==> src/rtl/kti_pkg.sv <==
// ----------------------------------------------------------------------------
// kti_pkg
// Types and codes shared by the keyframe track interpolator.
// ----------------------------------------------------------------------------
`default_nettype none

package kti_pkg;

  localparam int CFG_IDX_W = 1;

  localparam logic [CFG_IDX_W-1:0] REG_KEY_COUNT         = 1'd0;
  localparam logic [CFG_IDX_W-1:0] REG_DEFAULT_COMPONENT = 1'd1;

  localparam logic MODE_WRITE  = 1'b0;
  localparam logic MODE_SAMPLE = 1'b1;

  typedef enum logic [1:0] {
    KIND_DEFAULT = 2'd0,
    KIND_FIRST   = 2'd1,
    KIND_LAST    = 2'd2,
    KIND_INTERP  = 2'd3
  } kind_t;

  typedef enum logic [1:0] {
    COMP_X = 2'd0,
    COMP_Y = 2'd1,
    COMP_Z = 2'd2
  } comp_t;

  typedef enum logic [3:0] {
    ST_IDLE,
    ST_FIRST,
    ST_LAST,
    ST_SCAN,
    ST_DIV,
    ST_DIFF,
    ST_MUL,
    ST_ACC,
    ST_EMIT
  } state_t;

  typedef struct packed {
    logic [31:0] key_time;
    logic [31:0] val_x;
    logic [31:0] val_y;
    logic [31:0] val_z;
  } key_t;

  typedef struct packed {
    logic               mode;
    logic        [3:0]  key_index;
    logic        [31:0] key_time;
    logic signed [31:0] key_x;
    logic signed [31:0] key_y;
    logic signed [31:0] key_z;
    logic        [31:0] sample_time;
  } in_item_t;

  typedef struct packed {
    logic signed [31:0] result_x;
    logic signed [31:0] result_y;
    logic signed [31:0] result_z;
    logic        [1:0]  sample_kind;
  } out_item_t;

endpackage

`default_nettype wire

==> src/rtl/keyframe_track_interpolator_top.sv <==
// ----------------------------------------------------------------------------
// keyframe_track_interpolator_top
// Keyframe table with linear search and linear interpolation of three
// Q16.16 components.
// ----------------------------------------------------------------------------
// A write transaction (mode 0) stores one key and gives no result. A sample
// transaction (mode 1) goes from idle straight to ST_EMIT for the empty
// table, through ST_FIRST for the first key, through ST_FIRST and ST_LAST for
// the last key, and on through ST_SCAN when the search runs through all n keys
// without finding a bracketing pair; the search reads one key per cycle from
// the key memory through its single read port. An interpolated result adds
// the FRACTION_BITS + 1 steps of the bit-serial divider, skipped for equal
// bracketing times, and three passes (ST_DIFF, ST_MUL, ST_ACC) through one
// shared multiplier. ST_EMIT loads the output register and raises out_valid,
// and the next transaction is taken from idle. The block takes no new
// transaction while a sample is in work; a finished result waits in the
// output register while the next transaction is taken, and the block holds
// in its last step while an earlier result is still waiting. The key memory
// has no reset: sample only keys that were written. Configuration writes
// complete at once.
`default_nettype none

module keyframe_track_interpolator_top
  import kti_pkg::*;
#(
  parameter int MAX_KEYS      = 16,
  parameter int FRACTION_BITS = 16
) (
  input  wire logic                 clk,
  input  wire logic                 rst,
  input  wire logic                 in_valid,
  output      logic                 in_ready,
  input  wire in_item_t             in_data,
  output      logic                 out_valid,
  input  wire logic                 out_ready,
  output      out_item_t            out_data,
  input  wire logic                 cfg_valid,
  output      logic                 cfg_ready,
  input  wire logic [CFG_IDX_W-1:0] cfg_index,
  input  wire logic [31:0]          cfg_data
);

  localparam int IDX_W  = (MAX_KEYS > 1) ? $clog2(MAX_KEYS) : 1;
  localparam int CNT_W  = $clog2(MAX_KEYS + 1);
  localparam int DCNT_W = $clog2(FRACTION_BITS + 1);
  localparam int FRAC_W = FRACTION_BITS + 1;
  localparam int PROD_W = FRACTION_BITS + 35;

  key_t                     mem [MAX_KEYS];
  key_t                     rd_data;
  logic [IDX_W-1:0]         rd_addr;

  state_t                   state;
  state_t                   state_next;

  logic [4:0]               key_count;
  logic [31:0]              default_comp;

  logic [31:0]              s_time;
  logic [IDX_W-1:0]         last_idx;
  logic [IDX_W-1:0]         idx;
  key_t                     prev;
  key_t                     cur;
  logic [32:0]              rem;
  logic [31:0]              den;
  logic [FRAC_W-1:0]        frac;
  logic [DCNT_W-1:0]        div_cnt;
  comp_t                    comp;
  logic signed [32:0]       diff;
  logic signed [PROD_W-1:0] prod;
  logic [31:0]              res_x;
  logic [31:0]              res_y;
  logic [31:0]              res_z;
  kind_t                    res_kind;

  logic [CNT_W-1:0]         n_sat;
  logic                     sample_acc;
  logic                     write_acc;
  logic                     hit_first;
  logic                     hit_last;
  logic                     bracket;
  logic                     at_end;
  logic                     den_zero;
  logic [32:0]              div_trial;
  logic                     div_bit;
  logic                     emit_load;
  logic [31:0]              a_sel;
  logic [31:0]              b_sel;

  assign cfg_ready  = 1'b1;
  assign sample_acc = in_valid && in_ready && (in_data.mode == MODE_SAMPLE);
  assign write_acc  = in_valid && in_ready && (in_data.mode == MODE_WRITE);
  assign n_sat      = (32'(key_count) > MAX_KEYS) ? CNT_W'(MAX_KEYS) : CNT_W'(key_count);
  assign hit_first  = (last_idx == '0) || (s_time <= rd_data.key_time);
  assign hit_last   = s_time >= rd_data.key_time;
  assign bracket    = (s_time >= prev.key_time) && (s_time <= rd_data.key_time);
  assign at_end     = idx == last_idx;
  assign den_zero   = rd_data.key_time == prev.key_time;
  assign div_trial  = (div_cnt == DCNT_W'(FRACTION_BITS)) ? rem : {rem[31:0], 1'b0};
  assign div_bit    = div_trial >= {1'b0, den};
  assign emit_load  = (state == ST_EMIT) && (!out_valid || out_ready);

  always_comb begin
    case (comp)
      COMP_X: begin
        a_sel = prev.val_x;
        b_sel = cur.val_x;
      end
      COMP_Y: begin
        a_sel = prev.val_y;
        b_sel = cur.val_y;
      end
      COMP_Z: begin
        a_sel = prev.val_z;
        b_sel = cur.val_z;
      end
      default: begin
        a_sel = prev.val_x;
        b_sel = cur.val_x;
      end
    endcase
  end

  always_comb begin
    state_next = state;
    unique case (state)
      ST_IDLE: begin
        if (sample_acc) begin
          state_next = (n_sat == '0) ? ST_EMIT : ST_FIRST;
        end
      end
      ST_FIRST: begin
        state_next = hit_first ? ST_EMIT : ST_LAST;
      end
      ST_LAST: begin
        state_next = hit_last ? ST_EMIT : ST_SCAN;
      end
      ST_SCAN: begin
        if (bracket) begin
          state_next = den_zero ? ST_DIFF : ST_DIV;
        end else if (at_end) begin
          state_next = ST_EMIT;
        end
      end
      ST_DIV: begin
        if (div_cnt == '0) begin
          state_next = ST_DIFF;
        end
      end
      ST_DIFF: begin
        state_next = ST_MUL;
      end
      ST_MUL: begin
        state_next = ST_ACC;
      end
      ST_ACC: begin
        state_next = (comp == COMP_Z) ? ST_EMIT : ST_DIFF;
      end
      ST_EMIT: begin
        if (emit_load) begin
          state_next = ST_IDLE;
        end
      end
      default: state_next = ST_IDLE;
    endcase
  end

  always_comb begin
    in_ready = 1'b0;
    rd_addr  = '0;
    unique case (state)
      ST_IDLE: begin
        in_ready = 1'b1;
      end
      ST_FIRST: begin
        rd_addr = last_idx;
      end
      ST_LAST: begin
        rd_addr = IDX_W'(1);
      end
      ST_SCAN: begin
        rd_addr = idx + IDX_W'(1);
      end
      default: rd_addr = '0;
    endcase
  end

  always_ff @(posedge clk) begin
    if (write_acc && (32'(in_data.key_index) < MAX_KEYS)) begin
      mem[IDX_W'(in_data.key_index)] <= '{key_time: in_data.key_time,
                                          val_x:    in_data.key_x,
                                          val_y:    in_data.key_y,
                                          val_z:    in_data.key_z};
    end
    rd_data <= mem[rd_addr];
  end

  always_ff @(posedge clk) begin
    if (rst) begin
      key_count    <= '0;
      default_comp <= '0;
    end else if (cfg_valid && cfg_ready) begin
      unique case (cfg_index)
        REG_KEY_COUNT:         key_count    <= cfg_data[4:0];
        REG_DEFAULT_COMPONENT: default_comp <= cfg_data;
        default:               key_count    <= key_count;
      endcase
    end
  end

  always_ff @(posedge clk) begin
    if (rst) begin
      state     <= ST_IDLE;
      out_valid <= 1'b0;
    end else begin
      state <= state_next;
      if (emit_load) begin
        out_valid <= 1'b1;
      end else if (out_ready) begin
        out_valid <= 1'b0;
      end
    end
  end

  always_ff @(posedge clk) begin
    if (emit_load) begin
      out_data <= '{result_x:    res_x,
                    result_y:    res_y,
                    result_z:    res_z,
                    sample_kind: res_kind};
    end
  end

  always_ff @(posedge clk) begin
    case (state)
      ST_IDLE: begin
        if (sample_acc) begin
          s_time   <= in_data.sample_time;
          last_idx <= IDX_W'(n_sat - CNT_W'(1));
          res_x    <= default_comp;
          res_y    <= default_comp;
          res_z    <= default_comp;
          res_kind <= KIND_DEFAULT;
        end
      end
      ST_FIRST: begin
        prev     <= rd_data;
        res_x    <= rd_data.val_x;
        res_y    <= rd_data.val_y;
        res_z    <= rd_data.val_z;
        res_kind <= KIND_FIRST;
      end
      ST_LAST: begin
        idx      <= IDX_W'(1);
        res_x    <= rd_data.val_x;
        res_y    <= rd_data.val_y;
        res_z    <= rd_data.val_z;
        res_kind <= KIND_LAST;
      end
      ST_SCAN: begin
        if (bracket) begin
          cur      <= rd_data;
          rem      <= {1'b0, s_time - prev.key_time};
          den      <= rd_data.key_time - prev.key_time;
          frac     <= '0;
          div_cnt  <= DCNT_W'(FRACTION_BITS);
          comp     <= COMP_X;
          res_kind <= KIND_INTERP;
        end else begin
          prev     <= rd_data;
          idx      <= idx + IDX_W'(1);
          res_x    <= rd_data.val_x;
          res_y    <= rd_data.val_y;
          res_z    <= rd_data.val_z;
          res_kind <= KIND_LAST;
        end
      end
      ST_DIV: begin
        rem     <= div_bit ? (div_trial - {1'b0, den}) : div_trial;
        frac    <= {frac[FRAC_W-2:0], div_bit};
        div_cnt <= div_cnt - DCNT_W'(1);
      end
      ST_DIFF: begin
        diff <= $signed({b_sel[31], b_sel}) - $signed({a_sel[31], a_sel});
      end
      ST_MUL: begin
        prod <= diff * $signed({1'b0, frac});
      end
      ST_ACC: begin
        case (comp)
          COMP_X: begin
            res_x <= a_sel + prod[FRACTION_BITS+31:FRACTION_BITS];
            comp  <= COMP_Y;
          end
          COMP_Y: begin
            res_y <= a_sel + prod[FRACTION_BITS+31:FRACTION_BITS];
            comp  <= COMP_Z;
          end
          default: begin
            res_z <= a_sel + prod[FRACTION_BITS+31:FRACTION_BITS];
            comp  <= COMP_X;
          end
        endcase
      end
      default: begin
        idx <= idx;
      end
    endcase
  end

  a_div_nonzero: assert property (@(posedge clk) disable iff (rst)
    state == ST_DIV |-> den != '0)
    else $error("divider running with zero divisor");

  a_rem_bound: assert property (@(posedge clk) disable iff (rst)
    state == ST_DIV |-> rem <= {1'b0, den})
    else $error("divider remainder out of range");

  a_busy_after_sample: assert property (@(posedge clk) disable iff (rst)
    sample_acc |=> !in_ready)
    else $error("new transaction taken during a sample");

  a_emit_sets_valid: assert property (@(posedge clk) disable iff (rst)
    emit_load |=> out_valid && state == ST_IDLE)
    else $error("result not presented after emit");

endmodule

`default_nettype wire
==> config.mk <==
export PLATFORM = sky130hd
export DESIGN_NAME = keyframe_track_interpolator_top
export DESIGN_NICKNAME = d
export VERILOG_FILES = /design/src/rtl/kti_pkg.sv /design/src/rtl/keyframe_track_interpolator_top.sv
export SDC_FILE = /design/constraint.sdc
export NUM_CORES = 2
export LEC_CHECK = 0
export BUFFER_PORTS_ARGS = -buffer_cell sky130_fd_sc_hd__clkbuf_2
export CELL_PAD_IN_SITES_DETAIL_PLACEMENT = 1
export CELL_PAD_IN_SITES_GLOBAL_PLACEMENT = 2
export CORE_ASPECT_RATIO = 0.7
export CORE_UTILIZATION = 47
export DETAILED_ROUTE_END_ITERATION = 7
export GPL_TIMING_DRIVEN = 0
export PLACE_DENSITY = 0.83
export SYNTH_ARGS = -nofsm -noshare
export SYNTH_HDL_FRONTEND = slang
export SYNTH_SLANG_ARGS = --single-unit
==> constraint.sdc <==
create_clock -name clk -period 14.97 [get_ports clk]
set_input_delay 2.994 -clock clk [delete_from_list [all_inputs] [get_ports clk]]
set_output_delay 2.994 -clock clk [all_outputs]
set_load 0.03 [all_outputs]
==> run summary <==
sequential share of the synthesized area - 63.2%
synthesized cell area - 132000 sq um
Residual DRC - 0
total CTS buffers - 279
status - complete, but fails checks
Setup crit start - frac[10]$_SDFFCE_PN0P_
initial core utilization - 47.3%
filler cell count - 26200
Clock Tree Root - clkbuf_16
Final Cell Area - 150000 sq um
top cells by area, synth - edfxtp_1 (61%), mux4_2 (8.8%), fa_1 (7.9%)
initial drt markers - 9682
# nets final - 10200
FP Rows - 162
die height - 445 microns
H-tree depth - 5
CTS tree - done
P_leak - 54.5 nW
Placed Area - 141000 sq um
PD cells - 117 nW/um^2
Crit Path Class - flip-flop to flip-flop
crit end category - flip-flop
Synth top area share - 60.7%
layout cell share with drive strength beyond 1 - 16.7%
port bufs - 301
Post-Route Utilization - 53.7%
drt total wl - 433000 microns
beginning of the worst hold path - res_z[3]$_DFFE_PP_
post-synthesis async set-or-reset flop share - 0%
Setup WS pre-CTS - 6.44 ns
Die X-Extent - 635 microns
Slew Viols, Final - 4
Yosys warnings - 0
post-cts resize count - 0
vias in the first global route - 82400
Hold Crit Class - flip-flop to flip-flop
synthesized flop and latch total - 2832
Worst EP arrival - 9.09 ns
Vias/cell - 6.06
Worst Tran Pin Value - 1.55 ns
WP data required - 15.56 ns
Final ANT Viol Nets - 0
GRT Resource Usage Total - 30.5%
Reg clk slew, reported paths - 0.07 ns
CP startpoint kind - flip-flop
highest clock rate - 118 MHz
CP Max Fanout - 10
largest net degree at the start of global routing - 97
initial antenna violation count - 94
setup tns final - 0 ns
Final Skew - 0.0695 ns
syn nets - 9459
core area - 279000 sq um
Final Hold Fails - 0
setup violators final - 0
most used flip-flop cell after synthesis - edfxtp_1
Post-Layout Cell Count - 13100
total clock sinks - 2832
# hold bufs at CTS - 0
Tot Pwr - 17.6 mW
RSZ-0062 raised after global routing - false
Post-synth EDFFs - 2662
Avg Inst Size Synth - 15.6 sq um
Final period util - 56.7%
violated checks - capacitance limit, slew limit
fin crit period - 8.49 ns
Max Cap Viol - 1
Peak supply drop - 105 uV
final worst slack - 6.48 ns
Area Growth Syn to Fin - 13.7%
Cells after Synth - 8430
final hold slack - 0.405 ns
maximum clock path buffer count - 4
Pre-Repair DR Iteration Count - 5
gr ovfl total - 0
most common cell after layout, fill and taps aside - edfxtp_1
worst skew pair latency - 0.89 ns
first-pass GRT wire length - 610000 microns
Detailed Place HPWL - 318000 microns
FF-to-FF Start - frac[10]$_SDFFCE_PN0P_
Synth area leader - edfxtp_1
via count - 79500
wire per inst - 33.1 microns
die area - 283000 sq um
routability-driven placement congestion ratio - 0.924
Yosys cell types - 97
Setup Buffers After CTS - 0
I/O Pins - 304
worst rel slew slack - -4.23%
DP Cell Count - 12600
most frequent cells in the layout - edfxtp_1 (2662), inv_1 (783), nand2_1 (729), fa_1 (519), mux4_2 (512)
[cell type report]
cell class / count / area, sq um / share of cell area, %
Antenna cell: 35 / 87.6 / 0.0585
Sequential cell: 2832 / 83300 / 55.6
Buffer: 373 / 1510 / 1.01
Clock buffer: 367 / 7750 / 5.17
Tap cell: 3690 / 4620 / 3.08
Clock inverter: 131 / 1230 / 0.824
Timing Repair Buffer: 458 / 4070 / 2.71
Inverter: 784 / 2950 / 1.97
Multi-Input combinational cell: 4441 / 44200 / 29.5
[power by group]
part	leakage (nW)	switching [mW]	internal, mW	total [mW]
clock	4.40	3.10	4.00	7.10
combinational	24.6	0.940	0.449	1.39
sequential	25.5	0.175	8.92	9.09
total	54.5	4.22	13.4	17.6
[sequential cells by signal (all words and copies together) (netlist names)]
signal        cells
s_time           32
prev            128
res_z            32
out_data         98
cur              96
diff             33
prod             32
out_valid         1
rd_data         128
idx               4
comp              2
default_comp     32
res_y            32
res_x            32
div_cnt           5
rem              33
frac             17
mem            2048
state             4
res_kind          2
key_count         5
last_idx          4
den              32
[cell usage after synthesis, drive strengths merged, types with 8 or more instances]
cell type,instances
o31ai,10
a22oi,68
and4,8
a211oi,159
o21ai,124
o21a,34
or3,14
clkbuf,266
edfxtp,2662
nand2,730
a221oi,8
o211ai,14
nand3,60
a31oi,154
xor2,50
ha,307
a21oi,258
nor3b,11
and2,474
nand3b,10
nor2,221
mux4,512
buf,107
mux2i,41
nand4,29
dfxtp,170
nor3,56
o21bai,20
a31o,9
fa,519
mux2,36
nand2b,36
a21o,154
or2,17
inv,784
a211o,11
nor2b,29
and3,34
xnor2,116
[critical path, cell delays in order, from the launching register on]
cell,delay [ns]
edfxtp_1,0.33
clkbuf_1,0.57
clkbuf_1,0.84
nand2_1,0.20
fa_1,0.56
inv_1,0.06
fa_1,0.49
fa_1,0.57
fa_1,0.46
fa_1,0.50
inv_1,0.05
fa_1,0.47
inv_1,0.04
ha_1,0.40
and3_1,0.20
a221oi_1,0.10
or2_2,0.39
a2111o_1,0.36
a31o_2,0.33
a22oi_1,0.43
a211o_1,0.23
a21oi_1,0.08
xnor2_1,0.54
[kinds of logic after synthesis]
group	after synthesis	share of synthesized area (%)
buf+inv	1157	3.37
xor+xnor	166	1.10
fa+ha+maj	826	10.8
flops	2832	63.2
mux	589	9.37
compound gates	1112	5.65
other cells	1	0.00285
simple gates	1747	6.46
[metal layers]
layer | wire, microns | global-route usage, % | part of all wire [%]
met3 | 45800 | 7.59 | 11
met5 | 344 | 0 | 0.079
met2 | 195000 | 46.7 | 45
met1 | 175000 | 42.5 | 40
met4 | 17700 | 10.9 | 4.1
[worst paths after layout]
| path | end | slack [ns] | cells after the start |
|---|---|---|---|
| worst max-delay path | prod[47]$_DFFE_PP_ | 6.48 | 22 |
| worst min-delay path | out_data[5]$_DFFE_PP_ | 0.40 | 0 |
| worst max register to register | prod[47]$_DFFE_PP_ | 6.48 | 22 |
| worst min register to register | out_data[5]$_DFFE_PP_ | 0.40 | 0 |
Power figures use the tool's default switching activity.
